`src/hw/rtl/assert_macros.svh`:
```
// Assertion macros shared by the spin-update RTL.
// Each macro expects a clock named clk and an active-low reset named rst_n in scope.
`ifndef ASSERT_MACROS_SVH
`define ASSERT_MACROS_SVH

// Property checked on every clock edge outside reset.
`define ISG_ASSERT(lbl, prop, msg) \
  lbl: assert property (@(posedge clk) disable iff (!rst_n) (prop)) else $error(msg);

// Condition in one cycle implies an outcome in the next cycle.
`define ISG_ASSERT_NEXT(lbl, cond, nxt_cond, msg) \
  lbl: assert property (@(posedge clk) disable iff (!rst_n) (cond) |=> (nxt_cond)) \
    else $error(msg);

`endif

```
`src/hw/rtl/isg_pkg.sv`:
```
// Shared constants, codes and types for the Ising spin-update block.
// No dependencies; imported by the sequencer, the decision logic and the top level.
`timescale 1ns / 1ps

package isg_pkg;

  // Default lattice side (sites per row and per column).
  localparam int unsigned SIDE_DEF = 16;

  // Field widths.
  localparam int unsigned SITE_W  = 4;
  localparam int unsigned ACT_W   = 2;
  localparam int unsigned RND_W   = 16;
  localparam int unsigned THR_W   = 16;
  localparam int unsigned DE_W    = 5;
  localparam int unsigned MAG_W   = 10;
  localparam int unsigned UPCNT_W = 3;

  // Stream widths.
  localparam int unsigned IN_TDATA_W  = 32;
  localparam int unsigned IN_TUSER_W  = ACT_W;
  localparam int unsigned OUT_TDATA_W = 24;

  // Configuration port.
  localparam int unsigned CFG_IDX_W  = 1;
  localparam int unsigned CFG_DATA_W = 16;

  localparam logic [CFG_IDX_W-1:0] CFG_THR_DE4 = 1'd0;
  localparam logic [CFG_IDX_W-1:0] CFG_THR_DE8 = 1'd1;

  localparam logic [THR_W-1:0] THR_DE4_RST = 16'd11246;
  localparam logic [THR_W-1:0] THR_DE8_RST = 16'd1929;

  // Action codes; the unused code behaves as a read.
  localparam logic [ACT_W-1:0] ACT_UPDATE = 2'd0;
  localparam logic [ACT_W-1:0] ACT_WRITE  = 2'd1;
  localparam logic [ACT_W-1:0] ACT_READ   = 2'd2;

  // Operands of the flip decision.
  typedef struct packed {
    logic [ACT_W-1:0]   action;
    logic               old_spin;
    logic [UPCNT_W-1:0] up_cnt;
    logic               wval;
    logic [RND_W-1:0]   rnd;
    logic [THR_W-1:0]   thr_de4;
    logic [THR_W-1:0]   thr_de8;
  } dec_req_t;

  // Outcome of the flip decision.
  typedef struct packed {
    logic                   flip;
    logic                   spin_after;
    logic signed [DE_W-1:0] de;
  } dec_rsp_t;

endpackage

```
`src/hw/rtl/isg_ram.sv`:
```
// Generic single-write, single-read synchronous RAM with a registered read port.
// No dependencies; holds the spin lattice.
`timescale 1ns / 1ps

module isg_ram #(
  parameter int unsigned WIDTH = 1,
  parameter int unsigned DEPTH = 256,
  localparam int unsigned AW = $clog2(DEPTH)
) (
  input  logic             clk,
  input  logic             we,
  input  logic [AW-1:0]    waddr,
  input  logic [WIDTH-1:0] wdata,
  input  logic [AW-1:0]    raddr,
  output logic [WIDTH-1:0] rdata
);

  logic [WIDTH-1:0] mem [DEPTH];
  logic [WIDTH-1:0] rdata_r;

  // Write port and registered read port.
  always_ff @(posedge clk) begin
    if (we) begin
      mem[waddr] <= wdata;
    end
    rdata_r <= mem[raddr];
  end

  assign rdata = rdata_r;

endmodule

```
`src/hw/rtl/isg_decide.sv`:
```
// Energy change and flip decision for one site from its spin and its up-neighbor count.
// Depends on isg_pkg for the action codes and the request/response types.
`timescale 1ns / 1ps

module isg_decide (
  input  isg_pkg::dec_req_t req,
  output isg_pkg::dec_rsp_t rsp
);

  import isg_pkg::*;

  logic signed [DE_W:0]   nb_term;
  logic signed [DE_W-1:0] de_up;
  logic signed [DE_W-1:0] de_upd;
  logic                   flip_upd;

  // For an up spin dE = 4*ups - 8; a down spin negates it.
  always_comb begin
    nb_term  = $signed({1'b0, req.up_cnt, 2'b00}) - (DE_W + 1)'(8);
    de_up    = nb_term[DE_W-1:0];
    de_upd   = req.old_spin ? de_up : -de_up;
    flip_upd = 1'b0;
    if (de_upd[DE_W-1] || (de_upd == '0)) begin
      flip_upd = 1'b1;
    end else if (de_upd == DE_W'(4)) begin
      flip_upd = (req.rnd <= req.thr_de4);
    end else begin
      flip_upd = (req.rnd <= req.thr_de8);
    end
  end

  // Select by action; reads and the unused code leave the spin alone.
  always_comb begin
    rsp.flip = 1'b0;
    rsp.de   = '0;
    case (req.action)
      ACT_UPDATE: begin
        rsp.flip = flip_upd;
        rsp.de   = de_upd;
      end
      ACT_WRITE: begin
        rsp.flip = (req.wval != req.old_spin);
      end
      default: begin
        rsp.flip = 1'b0;
      end
    endcase
    rsp.spin_after = req.old_spin ^ rsp.flip;
  end

endmodule

```
`src/hw/rtl/isg_seq.sv`:
```
// Sequencer: clears the lattice after reset, reads a site (and for an update its neighbors) from the RAM,
// writes the new spin back and holds the result. Depends on isg_pkg, isg_decide and assert_macros.svh.
`timescale 1ns / 1ps

`include "assert_macros.svh"

module isg_seq #(
  parameter int unsigned SIDE = isg_pkg::SIDE_DEF,
  localparam int unsigned AW = $clog2(SIDE * SIDE)
) (
  input  logic                            clk,
  input  logic                            rst_n,
  // Request channel.
  input  logic                            in_tvalid,
  output logic                            in_tready,
  input  logic [isg_pkg::IN_TDATA_W-1:0]  in_tdata,
  input  logic [isg_pkg::IN_TUSER_W-1:0]  in_tuser,
  // Result channel.
  output logic                            out_tvalid,
  input  logic                            out_tready,
  output logic [isg_pkg::OUT_TDATA_W-1:0] out_tdata,
  // Acceptance thresholds.
  input  logic [isg_pkg::THR_W-1:0]       thr_de4,
  input  logic [isg_pkg::THR_W-1:0]       thr_de8,
  // Lattice RAM.
  output logic                            ram_we,
  output logic [AW-1:0]                   ram_waddr,
  output logic                            ram_wdata,
  output logic [AW-1:0]                   ram_raddr,
  input  logic                            ram_rdata
);

  import isg_pkg::*;

  localparam int unsigned IW = $clog2(SIDE);
  localparam int unsigned NSITES = SIDE * SIDE;
  localparam logic [AW-1:0]    CLR_LAST = AW'(NSITES - 1);
  localparam logic [IW-1:0]    IDX_MAX  = IW'(SIDE - 1);
  localparam logic [MAG_W-1:0] MAG_RST  = MAG_W'(NSITES);

  localparam logic [2:0] S_CLEAR = 3'd0;
  localparam logic [2:0] S_IDLE  = 3'd1;
  localparam logic [2:0] S_READ  = 3'd2;
  localparam logic [2:0] S_WAIT  = 3'd3;
  localparam logic [2:0] S_DONE  = 3'd4;

  // Read steps: the site itself, then its four torus neighbors.
  localparam logic [2:0] STEP_CTR   = 3'd0;
  localparam logic [2:0] STEP_DOWN  = 3'd1;
  localparam logic [2:0] STEP_UP    = 3'd2;
  localparam logic [2:0] STEP_RIGHT = 3'd3;
  localparam logic [2:0] STEP_LEFT  = 3'd4;

  logic [2:0]              state_r, state_nxt;
  logic [AW-1:0]           clr_cnt_r;
  logic [IW-1:0]           row_r, col_r;
  logic [ACT_W-1:0]        act_r;
  logic [RND_W-1:0]        rnd_r;
  logic                    wval_r;
  logic [2:0]              step_r;
  logic                    rtag_vld_r;
  logic [2:0]              rtag_r;
  logic                    center_r;
  logic [UPCNT_W-1:0]      up_cnt_r;
  logic [MAG_W-1:0]        sum_r, sum_nxt;
  logic                    out_valid_r;
  logic [OUT_TDATA_W-1:0]  out_data_r;

  logic                    in_acc;
  logic                    out_load;
  logic [2:0]              last_step;
  logic [IW-1:0]           rd_row, rd_col;
  logic [AW-1:0]           ctr_addr;
  dec_req_t                dec_req;
  dec_rsp_t                dec_rsp;

  // Site index modulo SIDE; three subtractions cover the 4-bit index when SIDE is at least 4.
  function automatic logic [IW-1:0] wrap_site(input logic [SITE_W-1:0] v);
    logic [8:0] t;
    t = {5'b0, v};
    for (int k = 0; k < 3; k++) begin
      if (t >= 9'(SIDE)) begin
        t = t - 9'(SIDE);
      end
    end
    return t[IW-1:0];
  endfunction

  function automatic logic [IW-1:0] inc_wrap(input logic [IW-1:0] v);
    return (v == IDX_MAX) ? '0 : v + IW'(1);
  endfunction

  function automatic logic [IW-1:0] dec_wrap(input logic [IW-1:0] v);
    return (v == '0) ? IDX_MAX : v - IW'(1);
  endfunction

  assign in_tready = (state_r == S_IDLE);
  assign in_acc    = in_tvalid && in_tready;
  assign out_load  = (state_r == S_DONE) && (!out_valid_r || out_tready);
  assign last_step = (act_r == ACT_UPDATE) ? STEP_LEFT : STEP_CTR;

  // Read address for the current step.
  always_comb begin
    rd_row = row_r;
    rd_col = col_r;
    case (step_r)
      STEP_DOWN:  rd_row = inc_wrap(row_r);
      STEP_UP:    rd_row = dec_wrap(row_r);
      STEP_RIGHT: rd_col = inc_wrap(col_r);
      STEP_LEFT:  rd_col = dec_wrap(col_r);
      default:    rd_row = row_r;
    endcase
  end

  assign ram_raddr = AW'(rd_row) * AW'(SIDE) + AW'(rd_col);
  assign ctr_addr  = AW'(row_r) * AW'(SIDE) + AW'(col_r);

  // Flip decision.
  always_comb begin
    dec_req.action   = act_r;
    dec_req.old_spin = center_r;
    dec_req.up_cnt   = up_cnt_r;
    dec_req.wval     = wval_r;
    dec_req.rnd      = rnd_r;
    dec_req.thr_de4  = thr_de4;
    dec_req.thr_de8  = thr_de8;
  end

  isg_decide u_decide (
    .req (dec_req),
    .rsp (dec_rsp)
  );

  // Write port: all-up sweep after reset, then the write-back of a flipped spin.
  always_comb begin
    if (state_r == S_CLEAR) begin
      ram_we    = 1'b1;
      ram_waddr = clr_cnt_r;
      ram_wdata = 1'b1;
    end else begin
      ram_we    = out_load && dec_rsp.flip;
      ram_waddr = ctr_addr;
      ram_wdata = dec_rsp.spin_after;
    end
  end

  // Running magnetization after this request.
  always_comb begin
    sum_nxt = sum_r;
    if (dec_rsp.flip) begin
      sum_nxt = dec_rsp.spin_after ? sum_r + MAG_W'(2) : sum_r - MAG_W'(2);
    end
  end

  // Next state.
  always_comb begin
    state_nxt = state_r;
    case (state_r)
      S_CLEAR: if (clr_cnt_r == CLR_LAST) state_nxt = S_IDLE;
      S_IDLE:  if (in_acc) state_nxt = S_READ;
      S_READ:  if (step_r == last_step) state_nxt = S_WAIT;
      S_WAIT:  state_nxt = S_DONE;
      S_DONE:  if (out_load) state_nxt = S_IDLE;
      default: state_nxt = S_CLEAR;
    endcase
  end

  // Control registers.
  always_ff @(posedge clk) begin
    if (!rst_n) begin
      state_r     <= S_CLEAR;
      clr_cnt_r   <= '0;
      step_r      <= STEP_CTR;
      rtag_vld_r  <= 1'b0;
      up_cnt_r    <= '0;
      sum_r       <= MAG_RST;
      out_valid_r <= 1'b0;
    end else begin
      state_r    <= state_nxt;
      rtag_vld_r <= (state_r == S_READ);
      if (state_r == S_CLEAR) begin
        clr_cnt_r <= clr_cnt_r + AW'(1);
      end
      if (in_acc) begin
        step_r   <= STEP_CTR;
        up_cnt_r <= '0;
      end else begin
        if ((state_r == S_READ) && (step_r != last_step)) begin
          step_r <= step_r + 3'd1;
        end
        if (rtag_vld_r && (rtag_r != STEP_CTR) && ram_rdata) begin
          up_cnt_r <= up_cnt_r + UPCNT_W'(1);
        end
      end
      if (out_load) begin
        sum_r       <= sum_nxt;
        out_valid_r <= 1'b1;
      end else if (out_tready) begin
        out_valid_r <= 1'b0;
      end
    end
  end

  // Request fields, read data and the result register.
  always_ff @(posedge clk) begin
    if (in_acc) begin
      row_r  <= wrap_site(in_tdata[3:0]);
      col_r  <= wrap_site(in_tdata[7:4]);
      rnd_r  <= in_tdata[23:8];
      wval_r <= in_tdata[24];
      act_r  <= in_tuser;
    end
    rtag_r <= step_r;
    if (rtag_vld_r && (rtag_r == STEP_CTR)) begin
      center_r <= ram_rdata;
    end
    if (out_load) begin
      out_data_r <= {7'b0, sum_nxt, dec_rsp.de, dec_rsp.flip, dec_rsp.spin_after};
    end
  end

  assign out_tvalid = out_valid_r;
  assign out_tdata  = out_data_r;

  `ISG_ASSERT_NEXT(a_sum_only_on_result, !out_load, $stable(sum_r),
    "magnetization changed without a result")
  `ISG_ASSERT(a_up_cnt_range, up_cnt_r <= UPCNT_W'(4),
    "more than four up neighbors counted")
  `ISG_ASSERT(a_read_keeps_spin,
    out_load && (act_r != ACT_UPDATE) && (act_r != ACT_WRITE) |-> !dec_rsp.flip,
    "read request flipped a spin")
  `ISG_ASSERT(a_de_values,
    out_load |-> (dec_rsp.de == -DE_W'(8)) || (dec_rsp.de == -DE_W'(4)) ||
      (dec_rsp.de == '0) || (dec_rsp.de == DE_W'(4)) || (dec_rsp.de == DE_W'(8)),
    "energy change outside the five lattice values")

endmodule

```
`src/hw/rtl/ising_metropolis_spin_update_top.sv`:
```
// An update makes five serial reads of the lattice RAM (the site, then its four neighbors), waits
// for the registered read data, then decides and writes back; a read or write reads the site only.
// A new request is taken only once the last result is in the output register, so a stalled result
// channel holds off requests. Reset (rst_n low, synchronous) restores thresholds and magnetization,
// then a clearing pass over all SIDE*SIDE sites (256 by default) sets every spin up; no request is
// taken until it ends. Configuration writes are taken whenever rst_n is high, even while clearing.
`timescale 1ns / 1ps

module ising_metropolis_spin_update_top #(
  parameter int unsigned SIDE = isg_pkg::SIDE_DEF
) (
  input  logic                            clk,
  input  logic                            rst_n,
  // Request channel.
  input  logic                            in_tvalid,
  output logic                            in_tready,
  // [3:0] site_row, [7:4] site_col, [23:8] random_word, [24] spin_value, [31:25] zero
  input  logic [isg_pkg::IN_TDATA_W-1:0]  in_tdata,
  // [1:0] action
  input  logic [isg_pkg::IN_TUSER_W-1:0]  in_tuser,
  // Result channel.
  output logic                            out_tvalid,
  input  logic                            out_tready,
  // [0] spin_after, [1] flipped, [6:2] energy_change, [16:7] magnetization, [23:17] zero
  output logic [isg_pkg::OUT_TDATA_W-1:0] out_tdata,
  // Configuration write port.
  input  logic                            cfg_we,
  input  logic [isg_pkg::CFG_IDX_W-1:0]   cfg_idx,
  input  logic [isg_pkg::CFG_DATA_W-1:0]  cfg_wdata
);

  import isg_pkg::*;

  localparam int unsigned AW = $clog2(SIDE * SIDE);

  logic [THR_W-1:0] thr_de4_r;
  logic [THR_W-1:0] thr_de8_r;
  logic             ram_we;
  logic [AW-1:0]    ram_waddr;
  logic             ram_wdata;
  logic [AW-1:0]    ram_raddr;
  logic             ram_rdata;

  // Acceptance thresholds.
  always_ff @(posedge clk) begin
    if (!rst_n) begin
      thr_de4_r <= THR_DE4_RST;
      thr_de8_r <= THR_DE8_RST;
    end else if (cfg_we) begin
      case (cfg_idx)
        CFG_THR_DE4: thr_de4_r <= cfg_wdata[THR_W-1:0];
        CFG_THR_DE8: thr_de8_r <= cfg_wdata[THR_W-1:0];
        default:     thr_de4_r <= thr_de4_r;
      endcase
    end
  end

  // Sequencer and decision logic.
  isg_seq #(
    .SIDE (SIDE)
  ) u_seq (
    .clk        (clk),
    .rst_n      (rst_n),
    .in_tvalid  (in_tvalid),
    .in_tready  (in_tready),
    .in_tdata   (in_tdata),
    .in_tuser   (in_tuser),
    .out_tvalid (out_tvalid),
    .out_tready (out_tready),
    .out_tdata  (out_tdata),
    .thr_de4    (thr_de4_r),
    .thr_de8    (thr_de8_r),
    .ram_we     (ram_we),
    .ram_waddr  (ram_waddr),
    .ram_wdata  (ram_wdata),
    .ram_raddr  (ram_raddr),
    .ram_rdata  (ram_rdata)
  );

  // Spin lattice, one bit per site.
  isg_ram #(
    .WIDTH (1),
    .DEPTH (SIDE * SIDE)
  ) u_lattice (
    .clk   (clk),
    .we    (ram_we),
    .waddr (ram_waddr),
    .wdata (ram_wdata),
    .raddr (ram_raddr),
    .rdata (ram_rdata)
  );

endmodule
```
`config.mk`:
```
export PLATFORM = sky130hd
export DESIGN_NAME = ising_metropolis_spin_update_top
export DESIGN_NICKNAME = d
export VERILOG_FILES = /design/src/hw/rtl/isg_pkg.sv /design/src/hw/rtl/isg_ram.sv /design/src/hw/rtl/isg_decide.sv /design/src/hw/rtl/isg_seq.sv /design/src/hw/rtl/ising_metropolis_spin_update_top.sv
export VERILOG_INCLUDE_DIRS = /design/src /design/src/hw/rtl
export SDC_FILE = /design/constraint.sdc
export NUM_CORES = 1
export LEC_CHECK = 0
export BUFFER_PORTS_ARGS = -buffer_cell sky130_fd_sc_hd__buf_2
export CORE_MARGIN = 4
export CORE_UTILIZATION = 56
export CTS_CLUSTER_SIZE = 14
export DETAILED_ROUTE_END_ITERATION = 16
export GPL_ROUTABILITY_DRIVEN = 1
export HOLD_SLACK_MARGIN = 0.08
export MAX_ROUTING_LAYER = met4
export PLACE_DENSITY_LB_ADDON = 0.2
export SYNTH_ARGS = -nofsm -noshare
export SYNTH_HDL_FRONTEND = slang
export SYNTH_SLANG_ARGS = --single-unit
```
`constraint.sdc`:
```
create_clock -name clk -period 6.09 [get_ports clk]
set_input_delay 0.9135 -clock clk [delete_from_list [all_inputs] [get_ports clk]]
set_output_delay 0.9135 -clock clk [all_outputs]
set_load 0.05 [all_outputs]
```
# Word-level counts from Yosys, hierarchy flattened
# Memories as Yosys holds them, arrays and structs flattened. A register that Yosys moved wholly into a read port is not among the register bits.
# Index checks and enable logic that the tools add are counted.
[totals] memories=1 ram_bits=256 inputBits=56 output_inout_bits=26 ff_bits=109 word_cells=104
[mem_list] memory="u_lattice.mem" words=256 width=1 read_ports=1 rd_clocked_by_memory_dff=1 wr=1 line="isg_ram.sv:18" text="logic [WIDTH-1:0] mem [DEPTH];"
[classes] n_addsub=13 n_bitwise=3 mux=25 eq_ne=20 magnitude_cmp=2 n_reduce_logical=22
[op_table] operator="<= comparator 16 bit" n=2
[op_table] operator="2-to-1 mux 10 bit" n=2
[op_table] operator="adder 8 x 4 -> 8 bit" n=2
[op_table] operator="2-to-1 mux 4 bit" n=4
[op_table] operator="case mux 4 bit (2 select lines)" n=2
[op_table] operator="2-to-1 mux 3 bit" n=5
[op_table] operator="case mux 3 bit (5 select lines)" n=1
[op_table] operator="equality test 3 x 2 -> 1 bit, second input constant" n=4
[op_table] operator="adder 10 x 2 -> 10 bit, second input constant" n=1
[op_table] operator="subtractor 10 x 2 -> 10 bit, second input constant" n=1
[op_table] operator="adder 4 x 1 -> 4 bit, second input constant" n=2
[op_table] operator="adder 8 x 1 -> 8 bit, second input constant" n=1
[op_table] operator="equality test 4 bit, second input constant" n=2
[op_table] operator="equality test 8 bit, second input constant" n=1
[op_table] operator="logical NOT 4 bit" n=2
[op_table] operator="2-to-1 mux 1 bit" n=8
[op_table] operator="2-to-1 mux 8 bit" n=1
[op_table] operator="subtractor 4 x 1 -> 4 bit, second input constant" n=2
[op_table] operator="logical AND 1 bit" n=7
[op_table] operator="adder 3 x 1 -> 3 bit, second input constant" n=2
[op_table] operator="equality test 3 x 1 -> 1 bit, second input constant" n=2
[op_table] operator="equality test 3 bit, second input constant" n=2
[op_table] operator="logical NOT 3 bit" n=2
[op_table] operator="equality test 5 x 4 -> 1 bit, second input constant" n=1
[op_table] operator="other kinds (21)" n=26

# Longest topological paths before layout
[depth] depth_word=11 depth_mapped=17 mapped_depth_nobuf=16

# Modules after synthesis
# A second synthesis with hierarchy kept.
[unflattened] hier_cells=1416 hier_area_um2=17281.6
[modules_own_cells] module="isg_ram" instances=1 cells_each=788 seq_area_each_um2=7707.4 area_each_um2=11128.2
[modules_own_cells] module="isg_seq" instances=1 cells_each=343 seq_area_each_um2=1941.9 area_each_um2=3707.3
[modules_own_cells] module="ising_metropolis_spin_update_top" instances=1 cells_each=141 seq_area_each_um2=640.6 area_each_um2=1402.6
[modules_own_cells] module="isg_decide" instances=1 cells_each=144 seq_area_each_um2=0.0 area_each_um2=1043.5

# Worst setup path before layout
# OpenSTA, ideal clock, no wires.
[synth_path] kind="register to register" startpoint="register u_seq.rnd_r[14]" endpoint="memory u_lattice.mem[0], data pin" stages_incl_launch_ff=9 path_buffers=0 t_arrival_ps=4895 required_ps=5269 setup_slack_ps=373 setup_ps=821 synth_period_minus_slack_ps=5717 path_cell_list="edfxtp_1 > ha_1 > a21oi_1 > nand2_1 > a221o_1 > o311ai_1 > o211ai_2 > xor2_2 > nand2_1"
[synth_between] elab_chain_len=6 word_cells_on_any_way=7 cone_classes="order compare: 2; mux: 4; bitwise: 1"
[synth_lines] item="start, declared" line="isg_seq.sv:58" text="logic [RND_W-1:0] rnd_r;"
[synth_lines] item="start signal, assigned" line="isg_seq.sv:209" text="rnd_r <= in_tdata[23:8];"
[synth_lines] item="<= comparator 16 bit, on equally long branches" line="isg_decide.sv:28, isg_decide.sv:26"
[synth_lines] item="2-to-1 mux 1 bit (*)" line="isg_decide.sv:25" text="end else if (de_upd == DE_W'(4)) begin"
[synth_lines] item="2-to-1 mux 1 bit (*)" line="isg_decide.sv:23" text="if (de_upd[DE_W-1] || (de_upd == '0)) begin"
[synth_lines] item="case mux 1 bit (2 select lines) (*)" line="isg_decide.sv:36" text="case (req.action)"
[synth_lines] item="XOR 1 bit (*)" line="isg_decide.sv:48" text="rsp.spin_after = req.old_spin ^ rsp.flip;"
[synth_lines] item="2-to-1 mux 1 bit (*)" line="isg_seq.sv:136" text="if (state_r == S_CLEAR) begin"
[synth_lines] item="net ram_wdata" line="ising_metropolis_spin_update_top.sv:40" text="logic ram_wdata;"
[synth_lines] item="end, declared" line="isg_ram.sv:18"
# The timed path passes the listed nets; every way through them passes the cells marked *.

# Worst setup path in the final report
[layout_path] startpoint="register u_seq.rnd_r[9]" endpoint="memory u_lattice.mem[157] (enable)"
[layout_between] elab_chain_len=8 word_cells_on_any_way=9 cone_classes="order compare: 2; mux: 6; reduce/logical: 1"
[layout_lines] item="<= comparator 16 bit, on equally long branches" line="isg_decide.sv:28, isg_decide.sv:26"
[layout_lines] item="2-to-1 mux 1 bit (*)" line="isg_decide.sv:25"
[layout_lines] item="2-to-1 mux 1 bit (*)" line="isg_decide.sv:23"
[layout_lines] item="case mux 1 bit (2 select lines) (*)" line="isg_decide.sv:36"
[layout_lines] item="logical AND 1 bit (*)" line="isg_seq.sv:141" text="ram_we = out_load && dec_rsp.flip;"
[layout_lines] item="2-to-1 mux 1 bit (*)" line="isg_seq.sv:136"
[layout_lines] item="2-to-1 mux 1 bit (*)" line="isg_ram.sv:23" text="if (we) begin"
[layout_lines] item="2-to-1 mux 1 bit (implied by the code) (*)" line="isg_ram.sv:24" text="mem[waddr] <= wdata;"
# Every way passes the cells marked *; elsewhere a longest branch is shown, timed or not.

==> metrics.txt <==
EDFF count, synth 298; synthesized netlist cell count between 1,500 and 2,000; Ys Warns 0; vias between 10,000 and 15,000; worst clock skew around 0.011 ns; minimum clock period after layout 4.709 ns; nets 1,790; Final Setup Violations 0; GPL Wtd Cong 0.8724; total power after layout 6.380 mW; Slowest Stage Delay on Critical Path 0.77 ns; largest net degree at the start of global routing between 100 and 150; CP arrival 4.96 ns; fin. max-slew vios 0; fin crit share approximately 77%; Top-Level Pins 82; syn avg cell area 10.30 sq um; routed len/inst slightly below 20 microns; relative slew slack 22.17%; crit end category flip-flop; hold buffer count at cts 0; Final Hold Viols 0; global-route wire length before repair 64.80 mm; R2R depth 10; HP Class reg2reg; Synth Cell Area between 15,000 and 20,000 sq um; Core Area between 30,000 and 40,000 sq um; critical path class reg2reg; fin util approximately 62%; Worst R2R Start u_seq.rnd_r[9]; Worst-path clk slew 0.06 ns; ANT nets after route 0; Top FF cell, synth edfxtp_1; R2R Setup Slk around 1.4 ns; Die Y 184.0 microns; PwrDens 334.9 nW/um^2; Placed Instances ~2,000; Port Buf Inserts 64; antenna diode count 0; cell repeated most along the worst path o21ai_0; MaxCap Viol Count 0; worst path required time between 6 and 7 ns; status completed; DR iter-0 viols 1,289; dominant delay contributor by cell family on the critical path simple AND/OR/NAND/NOR gates; share of post-route cells with drive strength above 1 9.271%; vias in the first global route between 10,000 and 15,000; Worst path slowest cell nand2_1; total grt overflow 0; WHS 0.4227 ns; R2R Path End u_lattice.mem[157]; full die area 33,840 sq um; DRT Pass-1 Iters 5; DRC viols 0; synthesis-to-layout area growth 9.873%; Design Area, Final 19,050 sq um; CP Cell Sequence ha_1 > and4_1 > nor4b_1 > o21ai_0 > o211a_1 > o211ai_2 > nand2b_1 > o21ai_0 > nand2_1 > nor2_1; instance area after placement 17,830 sq um; Worst Path Max Fanout 16; Detail Placement HPWL 24.88 mm; Leakage Power between 6 and 7 nW; CP Capture Point u_lattice.mem[157]; Async SR Flop Fraction 0%; CP Launch Point u_seq.rnd_r[9]; Starting Density 56.68%; worst path buffer plus inverter count 0; GRT Total Usage between 20% and 30%; RSZ-0062 raised after global routing false; Max clock buf depth 3; Max Fclk 0.2124 GHz; Slew @ Worst Pin 1.165 ns; post-synthesis sequential area ratio 59.01%; Fin Setup TNS 0 ns; H-tree level count 2; setup bufs post-CTS 0; DR vias/cell about 6.0; Clock Tree Root clkbuf_16; clock latency on the worst-skew pair 0.52 ns; DP Worst Slack ~1.5 ns; fin cells between 2,000 and 2,500; Worst path depth 10; Synth cell types 76; maximum VDD drop 263.3 uV; initial antenna violation count 0; crit start category flip-flop; Num CTS Buffers 38; CTS tree yes; Die X 184.0 microns; Post-CTS Resized 0; fin worst setup slack 1.381 ns; final WL 41.66 mm; row count 64; Synth Register Bits around 360; TritonCTS Sinks 362
-- cell usage in the layout, fill, tap and decap left out, types with 10 or more instances in the layout --
cell type	netlist	final
nand2_1	330	328
edfxtp_1	298	298
nor2_1	293	293
nand3_1	75	75
buf_2	38	64
dfxtp_1	64	64
inv_1	48	48
ha_1	45	45
clkbuf_16	0	42
a21oi_1	41	41
mux2i_1	32	32
and3_1	25	25
a21boi_0	24	24
o211ai_1	23	23
o21ai_0	21	21
xnor2_1	19	19
and2_1	17	16
buf_4	11	16
a31oi_1	15	15
nand4_1	13	13
nor3_1	13	12
a32oi_1	12	12
nand2b_1	10	10
conb_1	1	10
-- layer usage --
metal / vias to the layer above / track usage, % / routed length, microns
li1: 5904 / - / -
met1: 6143 / 31.69 / 17000
met2: 485 / 41.37 / 20290
met3: 90 / 4.017 / 3165
met4: 0 / 8.134 / 1207
met5: - / - / 0
-- registers in the layout, indices dropped and copies added, names as in the netlist, 2 cells and up --
| name | cells |
|---|---|
| u_seq.clr_cnt_r | 8 |
| u_seq.rtag_r | 3 |
| u_seq.up_cnt_r | 3 |
| u_seq.col_r | 4 |
| u_seq.step_r | 3 |
| u_seq.sum_r | 9 |
| u_seq.rnd_r | 16 |
| u_seq.out_tdata | 14 |
| u_lattice.mem | 256 |
| thr_de8_r | 16 |
| u_seq.act_r | 2 |
| u_seq.row_r | 4 |
| thr_de4_r | 16 |
| u_seq.state_r | 3 |
-- cell usage after synthesis, drive strengths merged (3+ instances only) --
master  number  area, sq um
nand2      330         1239
a31oi       15        93.84
a22oi        9        67.56
mux4         5        112.6
or3          8        50.05
a32oi       12        105.1
o21bai       3        22.52
o31ai       10        88.83
nand3b       6        45.04
and4         3        26.28
a21oi       41        205.2
o311a        3        30.03
o21ai       22        113.9
xor2         6        60.06
a221oi       3        38.79
nor4b        3        26.28
nor2       293         1100
a221o        4        40.04
nand3       75        375.4
mux2i       32        320.3
and3        25        156.4
buf         56        299.0
a311o        6        60.06
inv         49        183.9
dfxtp       64         1281
nand2b      10        62.56
ha          45        563.0
clkbuf      69        261.5
nor3b        5        37.54
o211ai      24        185.2
nor3        13        65.06
a211oi       8        60.06
a21o         3        22.52
nand4       13        81.33
a311oi       7        61.31
xnor2       19        166.4
o311ai       5        51.31
nor2b        9        56.30
o32ai        3        33.79
and2        17        106.4
a21boi      24        180.2
edfxtp     298         8949
-- cells by family (layout without fill, tap and decap cells) --
kind of cell               Yosys count  after routing  synth area share, %
AOI/OAI and AO/OA                  218            218                9.245
xor gates and xnor gates            26             26                1.436
adders and majority gates           45             45                3.248
buffers and inverters              174            197                4.294
DFF                                362            362                59.01
muxes                               38             38                2.562
other                                1             10              0.02163
and+or+nand+nor                    819            819                20.19
-- layout make-up --
cell class              count  area [sq um]
repair buffers             82         480.5
well taps                 396         495.5
flip-flops and latches    362         10230
multi-input cells        1156          6445
clock inverters            11         73.82
inverters                  49         183.9
clock buffers              55          1140
fillers                  2459         11540
-- report_power, final --
group | total, mW | internal, mW | switching [mW]
sequential | 2.99 | 2.92 | 0.0634
combinational | 1.14 | 0.275 | 0.869
clock | 2.25 | 1.34 | 0.912
-- worst min path at each step --
| stage | startpoint | end | slack (ns) | cells after the start |
|---|---|---|---|---|
| after global routing | u_seq.step_r[1] | u_seq.rtag_r[1] | 0.43 | 0 |
| after CTS | u_seq.step_r[1] | u_seq.rtag_r[1] | 0.42 | 0 |
| after detailed placement | u_seq.step_r[1] | u_seq.rtag_r[1] | 0.41 | 0 |
| final | u_seq.step_r[1] | u_seq.rtag_r[1] | 0.42 | 0 |
| after global placement | u_seq.step_r[1] | u_seq.rtag_r[1] | 0.40 | 0 |
| after floorplan | u_seq.step_r[2] | u_seq.rtag_r[2] | 0.33 | 0 |
No activity file was read; power rests on OpenSTA's default activity.
